==> config.mk <==
export PLATFORM = sky130hd
export DESIGN_NAME = utf8_to_utf16_stream_decoder_unit_flat
export DESIGN_NICKNAME = d
export VERILOG_FILES = /design/src/design/utd_pkg.sv /design/src/design/utd_stream_if.sv /design/src/design/utf8_to_utf16_stream_decoder_unit.sv /design/src/design/utd_front.sv /design/src/design/utd_fifo.sv /design/src/design/utd_back.sv /design/src/flat_wrapper.sv
export SDC_FILE = /design/constraint.sdc
export NUM_CORES = 1
export LEC_CHECK = 0
export CAP_MARGIN = 20
export CORE_MARGIN = 2
export CORE_UTILIZATION = 57
export DETAILED_ROUTE_END_ITERATION = 12
export DONT_BUFFER_PORTS = 1
export PLACE_DENSITY = 0.8
export SYNTH_ARGS = -nofsm -noshare
export SYNTH_HDL_FRONTEND = slang
export SYNTH_SLANG_ARGS = --single-unit
==> constraint.sdc <==
create_clock -name clk_i -period 3.8 [get_ports clk_i]
set_clock_uncertainty 0.2 [all_clocks]
set_input_delay 0.19 -clock clk_i [delete_from_list [all_inputs] [get_ports clk_i]]
set_output_delay 0.19 -clock clk_i [all_outputs]
set_load 0.05 [all_outputs]
==> src/design/utd_pkg.sv <==
`timescale 1ns / 1ps
// Shared types and constants of the UTF-8 to UTF-16 stream decoder.
package utd_pkg;

  // Result status codes as they leave on the output channel.
  typedef enum logic [2:0] {
    ST_UNIT     = 3'd0,
    ST_BAD_LEAD = 3'd1,
    ST_BAD_CONT = 3'd2,
    ST_TRUNC    = 3'd3,
    ST_NO_MARK  = 3'd4
  } status_e;

  // Depth of the job queue between the front and back parts.
  localparam int unsigned JobDepth = 4;
  localparam int unsigned JobPtrW  = $clog2(JobDepth);
  localparam int unsigned JobCntW  = $clog2(JobDepth + 1);

  localparam logic [20:0] CpMax1      = 21'h00007F;
  localparam logic [20:0] CpMax2      = 21'h0007FF;
  localparam logic [20:0] CpMax3      = 21'h00FFFF;
  localparam logic [20:0] CpSurrLo    = 21'h00D800;
  localparam logic [20:0] CpSurrHi    = 21'h00DFFF;
  localparam logic [20:0] CpMaxUni    = 21'h10FFFF;
  localparam logic [19:0] SuppOffset  = 20'h10000;
  localparam logic [15:0] Replacement = 16'hFFFD;
  localparam logic [5:0]  HighSurrTag = 6'b110110;
  localparam logic [5:0]  LowSurrTag  = 6'b110111;

  // One unit of work handed from the front part to the back part.
  typedef struct packed {
    logic        is_err;
    status_e     status;
    logic [1:0]  seq_len;     // sequence length minus one
    logic [20:0] code_point;
  } utd_job_t;

  // Byte order mark, one byte per position.
  function automatic logic [7:0] bom_byte(input logic [1:0] idx);
    logic [7:0] b;
    unique case (idx)
      2'd0:    b = 8'hEF;
      2'd1:    b = 8'hBB;
      2'd2:    b = 8'hBF;
      default: b = 8'h00;
    endcase
    return b;
  endfunction

endpackage

==> src/design/utd_stream_if.sv <==
`timescale 1ns / 1ps
// Handshake channel interfaces for the byte input and the code unit output.
interface utd_in_if;
  logic       valid;
  logic       ready;
  logic [7:0] byte_in;
  logic       stream_start;
  logic       stream_end;

  modport source (output valid, output byte_in, output stream_start, output stream_end,
                  input ready);
  modport sink (input valid, input byte_in, input stream_start, input stream_end,
                output ready);
endinterface

interface utd_out_if;
  logic        valid;
  logic        ready;
  logic [15:0] code_unit;
  logic [2:0]  status;
  logic        run_last;

  modport source (output valid, output code_unit, output status, output run_last,
                  input ready);
  modport sink (input valid, input code_unit, input status, input run_last,
                output ready);
endinterface

==> src/design/utf8_to_utf16_stream_decoder_unit.sv <==
`timescale 1ns / 1ps
// Top level of the UTF-8 to UTF-16 stream decoder.
//
//  Channel  Dir  Word contents
//  -------  ---  ---------------------------------------------------------
//  in_i     in   byte_in (8), stream_start (1), stream_end (1)
//  out_o    out  code_unit (16), status (3), run_last (1)
//
// One input word is taken per clock while the job queue has room; the front part decodes
// it in the cycle it is accepted.  While the output is ready, results leave one word per
// clock from the back part's output register, so a surrogate pair leaves as two words
// and a four-byte character therefore still drains in time.  Reset clears the decoder
// state, empties the queue and the output register.  A stalled output fills the
// four-entry queue, after which input ready falls.
module utf8_to_utf16_stream_decoder_unit
  import utd_pkg::*;
(
  input logic       clk_i,
  input logic       rst_ni,
  utd_in_if.sink    in_i,
  utd_out_if.source out_o
);

  logic     fifo_full;
  logic     accept;
  logic     job_valid;
  logic     job_push;
  utd_job_t job;
  logic     head_valid;
  utd_job_t head_job;
  logic     pop;

  // Words are taken whenever the queue has a free slot; a word may or may
  // not produce a job, so a free slot is always enough.
  assign in_i.ready = !fifo_full;
  assign accept     = in_i.valid && in_i.ready;
  assign job_push   = accept && job_valid;

  // The front part owns the byte order mark check and the partially built
  // code point.
  utd_front u_front (
    .clk_i       (clk_i),
    .rst_ni      (rst_ni),
    .accept_i    (accept),
    .byte_i      (in_i.byte_in),
    .start_i     (in_i.stream_start),
    .end_i       (in_i.stream_end),
    .job_valid_o (job_valid),
    .job_o       (job)
  );

  // Jobs wait here so the front keeps running while the output is stalled.
  utd_fifo u_fifo (
    .clk_i        (clk_i),
    .rst_ni       (rst_ni),
    .push_i       (job_push),
    .push_job_i   (job),
    .full_o       (fifo_full),
    .pop_i        (pop),
    .head_valid_o (head_valid),
    .head_job_o   (head_job)
  );

  // The back part turns each job into one or two result words.
  utd_back u_back (
    .clk_i        (clk_i),
    .rst_ni       (rst_ni),
    .head_valid_i (head_valid),
    .head_job_i   (head_job),
    .pop_o        (pop),
    .out_valid_o  (out_o.valid),
    .out_ready_i  (out_o.ready),
    .code_unit_o  (out_o.code_unit),
    .status_o     (out_o.status),
    .run_last_o   (out_o.run_last)
  );

`ifndef SYNTHESIS
  // A job must never be pushed into a full queue.
  assert property (@(posedge clk_i) disable iff (!rst_ni)
    job_push |-> !fifo_full)
    else $error("job pushed into a full queue");

  // Error words carry a zero unit and always close their input word.
  assert property (@(posedge clk_i) disable iff (!rst_ni)
    (out_o.valid && out_o.status != ST_UNIT) |-> (out_o.code_unit == 16'd0 && out_o.run_last))
    else $error("error word with non-zero unit or open run");

  // A high surrogate is never the last word of its run.
  assert property (@(posedge clk_i) disable iff (!rst_ni)
    (out_o.valid && out_o.status == ST_UNIT && out_o.code_unit[15:10] == HighSurrTag)
      |-> !out_o.run_last)
    else $error("high surrogate closes a run");

  // Once a high surrogate is taken, the low surrogate is presented next.
  assert property (@(posedge clk_i) disable iff (!rst_ni)
    (out_o.valid && out_o.ready && out_o.status == ST_UNIT &&
     out_o.code_unit[15:10] == HighSurrTag)
      |=> (out_o.valid && out_o.code_unit[15:10] == LowSurrTag && out_o.run_last))
    else $error("high surrogate not followed by low surrogate");
`endif

endmodule

==> src/design/utd_front.sv <==
`timescale 1ns / 1ps
// Front part: tracks the byte order mark and sequence state, and issues jobs.
module utd_front
  import utd_pkg::*;
(
  input  logic       clk_i,
  input  logic       rst_ni,
  input  logic       accept_i,
  input  logic [7:0] byte_i,
  input  logic       start_i,
  input  logic       end_i,
  output logic       job_valid_o,
  output utd_job_t   job_o
);

  logic [1:0]  mark_q, mark_d, mark_e;
  logic [1:0]  pend_q, pend_d, pend_e;
  logic [1:0]  len_q, len_d, len_e;
  logic [20:0] acc_q, acc_d, acc_e;
  logic        hold_q, hold_d, hold_e;

  // A stream start clears the state before the word is looked at.
  assign mark_e = start_i ? 2'd0  : mark_q;
  assign pend_e = start_i ? 2'd0  : pend_q;
  assign len_e  = start_i ? 2'd0  : len_q;
  assign acc_e  = start_i ? 21'd0 : acc_q;
  assign hold_e = start_i ? 1'b0  : hold_q;

  always_comb begin
    mark_d      = mark_e;
    pend_d      = pend_e;
    len_d       = len_e;
    acc_d       = acc_e;
    hold_d      = hold_e;
    job_valid_o = 1'b0;
    job_o       = '0;

    if (hold_e) begin
      job_valid_o = 1'b0;
    end else if (mark_e != 2'd3) begin
      if (byte_i != bom_byte(mark_e)) begin
        job_valid_o  = 1'b1;
        job_o.is_err = 1'b1;
        job_o.status = ST_NO_MARK;
        hold_d       = 1'b1;
      end else begin
        mark_d = mark_e + 2'd1;
        if (end_i && mark_d != 2'd3) begin
          job_valid_o  = 1'b1;
          job_o.is_err = 1'b1;
          job_o.status = ST_NO_MARK;
          hold_d       = 1'b1;
        end
      end
    end else if (pend_e == 2'd0) begin
      priority if (byte_i[7] == 1'b0) begin
        len_d            = 2'd0;
        job_valid_o      = 1'b1;
        job_o.status     = ST_UNIT;
        job_o.seq_len    = 2'd0;
        job_o.code_point = {13'd0, byte_i};
      end else if (byte_i[7:5] == 3'b110) begin
        acc_d  = {16'd0, byte_i[4:0]};
        pend_d = 2'd1;
        len_d  = 2'd1;
      end else if (byte_i[7:4] == 4'b1110) begin
        acc_d  = {17'd0, byte_i[3:0]};
        pend_d = 2'd2;
        len_d  = 2'd2;
      end else if (byte_i[7:3] == 5'b11110) begin
        acc_d  = {18'd0, byte_i[2:0]};
        pend_d = 2'd3;
        len_d  = 2'd3;
      end else begin
        job_valid_o  = 1'b1;
        job_o.is_err = 1'b1;
        job_o.status = ST_BAD_LEAD;
        hold_d       = 1'b1;
      end
      if (!job_valid_o && end_i && pend_d != 2'd0) begin
        job_valid_o  = 1'b1;
        job_o.is_err = 1'b1;
        job_o.status = ST_TRUNC;
        hold_d       = 1'b1;
      end
    end else begin
      if (byte_i[7:6] != 2'b10) begin
        job_valid_o  = 1'b1;
        job_o.is_err = 1'b1;
        job_o.status = ST_BAD_CONT;
        hold_d       = 1'b1;
      end else begin
        acc_d  = {acc_e[14:0], byte_i[5:0]};
        pend_d = pend_e - 2'd1;
        if (pend_d == 2'd0) begin
          job_valid_o      = 1'b1;
          job_o.status     = ST_UNIT;
          job_o.seq_len    = len_e;
          job_o.code_point = acc_d;
        end else if (end_i) begin
          job_valid_o  = 1'b1;
          job_o.is_err = 1'b1;
          job_o.status = ST_TRUNC;
          hold_d       = 1'b1;
        end
      end
    end

    // The last word of a stream returns everything to the reset state.
    if (end_i) begin
      mark_d = 2'd0;
      pend_d = 2'd0;
      len_d  = 2'd0;
      acc_d  = 21'd0;
      hold_d = 1'b0;
    end
  end

  always_ff @(posedge clk_i or negedge rst_ni) begin
    if (!rst_ni) begin
      mark_q <= 2'd0;
      pend_q <= 2'd0;
      len_q  <= 2'd0;
      acc_q  <= 21'd0;
      hold_q <= 1'b0;
    end else if (accept_i) begin
      mark_q <= mark_d;
      pend_q <= pend_d;
      len_q  <= len_d;
      acc_q  <= acc_d;
      hold_q <= hold_d;
    end
  end

endmodule

==> src/design/utd_fifo.sv <==
`timescale 1ns / 1ps
// Short job queue between the front and back parts.
module utd_fifo
  import utd_pkg::*;
(
  input  logic     clk_i,
  input  logic     rst_ni,
  input  logic     push_i,
  input  utd_job_t push_job_i,
  output logic     full_o,
  input  logic     pop_i,
  output logic     head_valid_o,
  output utd_job_t head_job_o
);

  utd_job_t           mem_q [JobDepth];
  logic [JobPtrW-1:0] wr_ptr_q, rd_ptr_q;
  logic [JobCntW-1:0] count_q;

  assign full_o       = (count_q == JobCntW'(JobDepth));
  assign head_valid_o = (count_q != '0);
  assign head_job_o   = mem_q[rd_ptr_q];

  always_ff @(posedge clk_i) begin
    if (push_i) begin
      mem_q[wr_ptr_q] <= push_job_i;
    end
  end

  always_ff @(posedge clk_i or negedge rst_ni) begin
    if (!rst_ni) begin
      wr_ptr_q <= '0;
      rd_ptr_q <= '0;
      count_q  <= '0;
    end else begin
      if (push_i) begin
        wr_ptr_q <= (wr_ptr_q == JobPtrW'(JobDepth - 1)) ? '0 : wr_ptr_q + 1'b1;
      end
      if (pop_i) begin
        rd_ptr_q <= (rd_ptr_q == JobPtrW'(JobDepth - 1)) ? '0 : rd_ptr_q + 1'b1;
      end
      unique case ({push_i, pop_i})
        2'b10:   count_q <= count_q + 1'b1;
        2'b01:   count_q <= count_q - 1'b1;
        default: count_q <= count_q;
      endcase
    end
  end

endmodule

==> src/design/utd_back.sv <==
`timescale 1ns / 1ps
// Back part: checks code points, splits surrogate pairs and drives the result register.
module utd_back
  import utd_pkg::*;
(
  input  logic        clk_i,
  input  logic        rst_ni,
  input  logic        head_valid_i,
  input  utd_job_t    head_job_i,
  output logic        pop_o,
  output logic        out_valid_o,
  input  logic        out_ready_i,
  output logic [15:0] code_unit_o,
  output logic [2:0]  status_o,
  output logic        run_last_o
);

  logic        valid_q;
  logic [15:0] unit_q, unit_d;
  status_e     status_q, status_d;
  logic        last_q, last_d;
  logic        second_q;
  logic        load_en;
  logic        bad_value;
  logic        is_pair;
  logic [19:0] supp_off;
  logic [20:0] cp;

  assign cp = head_job_i.code_point;

  always_comb begin
    bad_value = 1'b0;
    if (head_job_i.seq_len == 2'd1 && cp <= CpMax1) bad_value = 1'b1;
    if (head_job_i.seq_len == 2'd2 && cp <= CpMax2) bad_value = 1'b1;
    if (head_job_i.seq_len == 2'd3 && cp <= CpMax3) bad_value = 1'b1;
    if (cp >= CpSurrLo && cp <= CpSurrHi) bad_value = 1'b1;
    if (cp > CpMaxUni) bad_value = 1'b1;
  end

  assign is_pair  = !head_job_i.is_err && !bad_value && (cp > CpMax3);
  assign supp_off = cp[19:0] - SuppOffset;
  assign load_en  = !valid_q || out_ready_i;
  assign pop_o    = load_en && head_valid_i && !(is_pair && !second_q);

  always_comb begin
    last_d   = 1'b1;
    status_d = head_job_i.status;
    priority if (head_job_i.is_err) begin
      unit_d = 16'd0;
    end else if (bad_value) begin
      unit_d = Replacement;
    end else if (is_pair && !second_q) begin
      unit_d = {HighSurrTag, supp_off[19:10]};
      last_d = 1'b0;
    end else if (is_pair) begin
      unit_d = {LowSurrTag, cp[9:0]};
    end else begin
      unit_d = cp[15:0];
    end
  end

  always_ff @(posedge clk_i or negedge rst_ni) begin
    if (!rst_ni) begin
      valid_q  <= 1'b0;
      second_q <= 1'b0;
    end else if (load_en) begin
      valid_q <= head_valid_i;
      if (head_valid_i) begin
        second_q <= is_pair && !second_q;
      end
    end
  end

  always_ff @(posedge clk_i) begin
    if (load_en && head_valid_i) begin
      unit_q   <= unit_d;
      status_q <= status_d;
      last_q   <= last_d;
    end
  end

  assign out_valid_o = valid_q;
  assign code_unit_o = unit_q;
  assign status_o    = status_q;
  assign run_last_o  = last_q;

endmodule
==> src/flat_wrapper.sv <==
// flat-port wrapper written by rule: the top's interface ports become plain ports
module utf8_to_utf16_stream_decoder_unit_flat import utd_pkg::*;
  (clk_i, rst_ni, in_i_valid, in_i_byte_in, in_i_stream_start, in_i_stream_end, in_i_ready, out_o_valid, out_o_code_unit, out_o_status, out_o_run_last, out_o_ready);
  utd_in_if in_i_i ();
  utd_out_if out_o_i ();
  input logic clk_i;
  input logic rst_ni;
  input wire logic [$bits(in_i_i.valid)-1:0] in_i_valid;
  input wire logic [$bits(in_i_i.byte_in)-1:0] in_i_byte_in;
  input wire logic [$bits(in_i_i.stream_start)-1:0] in_i_stream_start;
  input wire logic [$bits(in_i_i.stream_end)-1:0] in_i_stream_end;
  output wire logic [$bits(in_i_i.ready)-1:0] in_i_ready;
  output wire logic [$bits(out_o_i.valid)-1:0] out_o_valid;
  output wire logic [$bits(out_o_i.code_unit)-1:0] out_o_code_unit;
  output wire logic [$bits(out_o_i.status)-1:0] out_o_status;
  output wire logic [$bits(out_o_i.run_last)-1:0] out_o_run_last;
  input wire logic [$bits(out_o_i.ready)-1:0] out_o_ready;
  assign in_i_i.valid = in_i_valid;
  assign in_i_i.byte_in = in_i_byte_in;
  assign in_i_i.stream_start = in_i_stream_start;
  assign in_i_i.stream_end = in_i_stream_end;
  assign in_i_ready = in_i_i.ready;
  assign out_o_valid = out_o_i.valid;
  assign out_o_code_unit = out_o_i.code_unit;
  assign out_o_status = out_o_i.status;
  assign out_o_run_last = out_o_i.run_last;
  assign out_o_i.ready = out_o_ready;
  utf8_to_utf16_stream_decoder_unit u_core (.clk_i(clk_i), .rst_ni(rst_ni), .in_i(in_i_i), .out_o(out_o_i));
endmodule
After elaboration in Yosys (flattened, before gate mapping). Memory sizes are Yosys's and may differ from the RTL's. Cells that the tools add are included.

Add/subtract/negate cells: 7. Magnitude comparators: 7. Equality and inequality tests: 17. Muxes and demuxes: 97. Reduce and logical (&&, ||, !) cells: 30.

Operator list (number): two-way mux 21 bit (10); two-way mux 23 bit (3); two-way mux 2 bit (29); two-way mux 27 bit (2); two-way mux 16 bit (3); <= comparator 21 x 16 -> 1 bit (second input constant) (2); two-way mux 4 bit (9); two-way mux 1 bit (34); one-hot mux 8 bit (3 select lines) (1); >= comparator 21 x 16 -> 1 bit (second input constant) (1); greater-than comparator 21 x 16 -> 1 bit (second input constant) (1); greater-than comparator 21 bit (second input constant) (1); <= comparator 21 x 11 -> 1 bit (second input constant) (1); <= comparator 21 x 7 -> 1 bit (second input constant) (1); subtractor 20 x 17 -> 20 bit (second input constant) (1); two-way mux 8 bit (2); logical AND 1 bit (14); equality test 2 bit (second input constant) (6); inequality test 8 bit (1); logical NOT 1 bit (7); two-way mux 7 bit (1); adder 2 x 1 -> 2 bit (second input constant) (3); equality test 2 x 1 -> 1 bit (second input constant) (3); equality test 3 bit (second input constant) (2); 14 further kinds (20).

Flip-flop bits (word level): 57. RAM bits: 108. Input bits: 14. Logic and storage cells: 173. Memories: 1.

Memories: u_core.u_fifo.mem_q (words 4, width 27, rd ports 1, clocked after Yosys merged registers in 0, write ports 1, RTL line utd_fifo.sv:16) `utd_job_t mem_q [JobDepth];`.

Logic depth before layout (Yosys ltp).
Depth in word-level cells: 18. Depth in mapped cells: 18. Depth with buffers taken out: 16.

Cells and area by module. Synthesis repeated with hierarchy kept, for this count alone.

Cells, all modules: 530. Area total of the unflattened synthesis: 7493.4 um2.

Modules (own cells, without submodules): utd_fifo (instances 1, cells each 180, area each 4324.1 um2, sequential area each 3418.3 um2); utd_front (instances 1, cells each 231, area each 1806.7 um2, sequential area each 550.5 um2); utd_back (instances 1, cells each 116, area each 1343.8 um2, sequential area each 650.6 um2); utf8_to_utf16_stream_decoder_unit (instances 1, cells each 3, area each 18.8 um2, sequential area each 0.0 um2).

Least setup slack after synthesis. Ideal clock, no wire load.

Path type: flip-flop to flip-flop. Start point: register u_core.u_fifo.rd_ptr_q[0]. End point: register u_core.u_fifo.count_q[2]. Library setup time: 0.079 ns. Data arrival time: 3.728 ns. Required time: 3.521 ns. Slack: -0.207 ns. Stages on the path, launching flop included: 18. Path buffers: 2. Cell sequence: dfrtp_1 > buf_6 > buf_12 > mux4_2 > inv_1 > ha_1 > or4b_1 > or3_1 > a21oi_1 > a211o_2 > nor2_2 > a31oi_1 > ha_1 > inv_1 > fa_1 > xor2_1 > nor2_1 > xor2_1.

Cells in the longest elaborated chain, start to end: 16.

Ends and longest elaborated chain: start: declaration (RTL line utd_fifo.sv:17) `logic [JobPtrW-1:0] wr_ptr_q, rd_ptr_q;`; start signal: assignment (RTL line utd_fifo.sv:40) `rd_ptr_q <= (rd_ptr_q == JobPtrW'(JobDepth - 1)) ? '0 : rd_ptr_q + 1'b1;`; memory read (4 x 27 bit) *; <= comparator 21 x 7 -> 1 bit or equality test 2 x 1 -> 1 bit (tied branches) (RTL line utd_back.sv:33) `if (head_job_i.seq_len == 2'd1 && cp <= CpMax1) bad_value = 1'b1;`; logical AND 1 bit (RTL line utd_back.sv:33); two-way mux 1 bit (RTL line utd_back.sv:33); two-way mux 1 bit (RTL line utd_back.sv:34) `if (head_job_i.seq_len == 2'd2 && cp <= CpMax2) bad_value = 1'b1;`; two-way mux 1 bit (RTL line utd_back.sv:35) `if (head_job_i.seq_len == 2'd3 && cp <= CpMax3) bad_value = 1'b1;`; two-way mux 1 bit (RTL line utd_back.sv:36) `if (cp >= CpSurrLo && cp <= CpSurrHi) bad_value = 1'b1;`; two-way mux 1 bit (RTL line utd_back.sv:37) `if (cp > CpMaxUni) bad_value = 1'b1;`; logical NOT 1 bit (RTL line utd_back.sv:40) `assign is_pair = !head_job_i.is_err && !bad_value && (cp > CpMax3);`; logical AND 1 bit (RTL line utd_back.sv:40); logical AND 1 bit * (RTL line utd_back.sv:40); logical AND 1 bit * (RTL line utd_back.sv:43) `assign pop_o = load_en && head_valid_i && !(is_pair && !second_q);`; logical NOT 1 bit * (RTL line utd_back.sv:43); logical AND 1 bit * (RTL line utd_back.sv:43); via u_core.pop (RTL line utf8_to_utf16_stream_decoder_unit.sv:31) `logic pop;`; equality test 2 x 1 -> 1 bit or equality test 2 bit (tied branches) (RTL line utd_fifo.sv:42) `unique case ({push_i, pop_i})`; one-hot mux 3 bit (2 select lines) or nonzero test 2 bit (tied branches); end signal: assignment (RTL line utd_fifo.sv:43) `2'b10: count_q <= count_q + 1'b1;`; end signal: assignment (RTL line utd_fifo.sv:44) `2'b01: count_q <= count_q - 1'b1;`; end signal: assignment (RTL line utd_fifo.sv:45) `default: count_q <= count_q;`; end: declaration (RTL line utd_fifo.sv:18) `logic [JobCntW-1:0] count_q;`.

The timed path passes the listed nets; every way through them passes the cells marked *. A chain may end at the register's enable or synchronous reset.

Final worst setup path. Ends and elaborated chain as after synthesis.

==> impl_metrics.ini <==
[synth]
synth_cell_types = 70
synth_most_common_cell = edfxtp_1
synth_ff_type = edfxtp_1
seq_area_frac_synth_pct = 63.31
synth_edf_count = 128
synth_warnings = 0
avgSynthCellArea_um2 = 14.59
async_flop_share_pct = 19.50
yosys-top-cells-area = edfxtp_1 (53%), dfrtp_1 (11%), mux4_2 (7.7%), and2_1 (2.5%), ha_1 (2.2%)
yosys.area.top_type = edfxtp_1
yosys.area.top_type_share_pct = 52.67
synth-seq-cells = 159
ys_top_cells_by_count = edfxtp_1 (128), dfrtp_1 (31), and2_1 (29), nand2_1 (26), mux4_2 (25)
syn_inst = 500
syn_nets = 528
synthesis.area_um2 = 7297

[floorplan]
fp.dieArea_um2 = 13720
die_w_um = 117.1
rows = 41
initial_core_util_pct = 58.06
io_pins = 36
fp.coreArea_um2 = 12570
fp.dieH_um = 117.1

[setup_path]
startpoint_type = flop
cp_cell_sequence = mux4_2 -> inv_2 -> ha_4 -> or4b_4 -> or3_4 -> a21oi_2 -> a211o_2 -> nor2_4 -> a31oi_1 -> ha_2 -> inv_2 -> fa_2 -> xor2_1 -> nor2_1 -> xor2_1
crit_path_top_delay_cell = mux4_2
reg2reg_setup_slack_ps = 80
crit_buf_inv = 2
cp_max_fo = 5
cp-end-kind = flop
crit_required_ps = 3950
r2r_start = u_core.u_fifo.rd_ptr_q[0]$_DFFE_PN0P_
path_class = flop to flop
crit_family = simple AND/OR/NAND/NOR gates
cp.arrival_ps = 3870
worstSetupStartpoint = u_core.u_fifo.rd_ptr_q[0]$_DFFE_PN0P_
slowest_delay_ps = 540

[hold_path]
min_from = in_i_stream_start
min_path_type = input pin to flop

[place]
dp_hpwl_mm = 9.911
numPortBuffers = 0
pre_cts_slack_ps = -25.87
place_area_um2 = 7684
gp_congestion = 0.9746

[global_routing]
grt_usage_pct = 25.21
grt_pass1_wl_mm = 25.33
grt_max_degree = 28
grt_overflow = 0
antenna_found_initial = 0
grt_pass1_vias = 4640

[detailed_routing]
route.met2.wl_mm = 7.899
finalWirelength_mm = 15.77
vias = 4601
route.met3.wl_um = 959
dr.pass1.iters = 5
drc = 0
ant_nets = 0
wirelength_met1_mm = 6.428
wl_per_cell_um = 21.28
via_per_inst = 6.209
drtIter0Drc = 346
top_layer = met4

[pwr]
p_switching_uw = 2475
p_clk_share_pct = 27.3
sw_frac_of_total_pct = 35.22
p_seq_share_pct = 40.6
power_density_nw_per_um2 = 809.2
finalPower_uw = 7028
peakVddDrop_mv = 0.3510
combPwrFrac_pct = 32.2
internal_power_uw = 4553
p_leak_uw = 0.003287

[sta]
rsz0062_at_grt = yes
worst_pin_slew_ps = 797.5
hold_viol = 0
relSlewSlack_pct = 46.66
period_share_pct = 97.98
fmax_mhz = 268.6
setup_ws_ps = 76.93
final_max_slew_viol_count = 0
fin_crit_ps = 3723
setup_violations = 0

[layout]
fin_area_um2 = 8686
area_growth_pct = 19.03
antenna_cells = 0
nNetsFinal = 584
final_layout_size_suffix_gt1_share_pct = 20.39

[clock_tree]
clock_latency_ps = 430
numCtsBuffers = 17
path_clk_slew_ps = 60
clock_path_buffers = 2
htreeDepth = 4
cts_tree = done
root_buffer = clkbuf_16
numClockSinks = 159

[status]
status = complete, no violations

[flow_run]
cap_violations = 0
## final timing paths
| check | end | depth (start not counted) |
|---|---|---|
| setup / recovery | u_core.u_fifo.count_q[2]$_DFFE_PN0P_ | 15 |
| hold / removal | u_core.u_front.mark_q[1]$_DFFE_PN0P_ | 4 |
| setup reg to reg | u_core.u_fifo.count_q[2]$_DFFE_PN0P_ | 15 |
| hold reg to reg | u_core.u_fifo.count_q[2]$_DFFE_PN0P_ | 1 |
| max in group asynchronous | u_core.u_front.acc_q[3]$_DFFE_PN0P_ | 4 |
| min in group asynchronous | u_core.u_front.acc_q[13]$_DFFE_PN0P_ | 3 |
## power groups by stage
stage          combinational (µW)  sequential, µW  clock [µW]
2_1_floorplan                1600            2830           0
3_3_place_gp                 2110            2860           0
3_5_place_dp                 2130            2890           0
4_1_cts                      2210            2850        1940
5_1_grt                      2450            2890        2010
6_report                     2260            2850        1920
## layout by cell type (no fill, tap or decap), drive strengths merged, types with 4 or more instances in the layout
master	instances
nor3	10
nand4	4
mux4	26
o21ai	17
nor2b	4
bufinv	6
inv	21
a21o	5
mux2	4
dfrtp	31
clkbuf	18
nor2	21
dlygate4sd3	26
nand2	26
and2	30
edfxtp	128
a21oi	22
clkinv	4
mux2i	12
nand2b	7
nand3	9
xor2	6
buf	35
nor4	8
a22o	13
ha	13
## cell families after synthesis
group,synth area share [%]
AOI/OAI and AO/OA,9.637
xor gates and xnor gates,0.9603
adders and majority gates,2.503
buffers and inverters,2.829
DFF,63.31
muxes,10.34
and+or+nand+nor,10.43
## stage by stage
step	setup TNS, ps	utilization, %	hold WS, ps	cells
floorplan	-201.1	-	-305.6	500
global placement	0	61.13	-304.4	678
detailed placement	-25.87	61.13	-304.5	678
CTS	0	68.76	14.02	739
global route	-104.9	69.11	31.95	741
finish	0	69.11	32.02	741
## final cells by class
cell class,count,area [µm²]
clock buffers,18,429.2
clock inverters,14,237.7
fillers,783,3882
inverters,19,71.32
multi-input cells,298,2519
flip-flops and latches,159,4621
well taps,172,215.2
repair buffers,61,593.1
## flip-flops by register name, indices dropped and copies added (netlist names)
signal / cells
u_core.u_front.acc_q: 15
u_core.u_fifo.wr_ptr_q: 2
u_core.u_back.out_valid_o: 1
u_core.u_back.second_q: 1
u_core.u_fifo.mem_q: 108
u_core.u_front.hold_q: 1
u_core.u_front.pend_q: 2
u_core.u_back.status_o: 3
u_core.u_front.len_q: 2
u_core.u_back.code_unit_o: 16
u_core.u_fifo.rd_ptr_q: 2
u_core.u_front.mark_q: 2
u_core.u_fifo.count_q: 3
u_core.u_back.run_last_o: 1
## worst min-delay path: stages
cell and delay [ps]:
nand2b_1 100, inv_1 70, a32oi_1 150, o21ai_0 90
## timing repair
item                                   4_1_cts  5_1_grt
setup endpoints to repair                    1        2
cloned                                       0        0
endpoints found under the hold margin       90        0
buffers inserted                             2        2
pin swaps                                    1        6
resized for setup                            1        7
hold buffers                                27        0
## per-layer routing
metal,vias up,GRT usage (%)
li1,2070,-
met1,2289,32.01
met2,206,40.19
met3,36,7.570
met4,0,11.69
met5,-,0
Power figures use the tool's default switching activity.
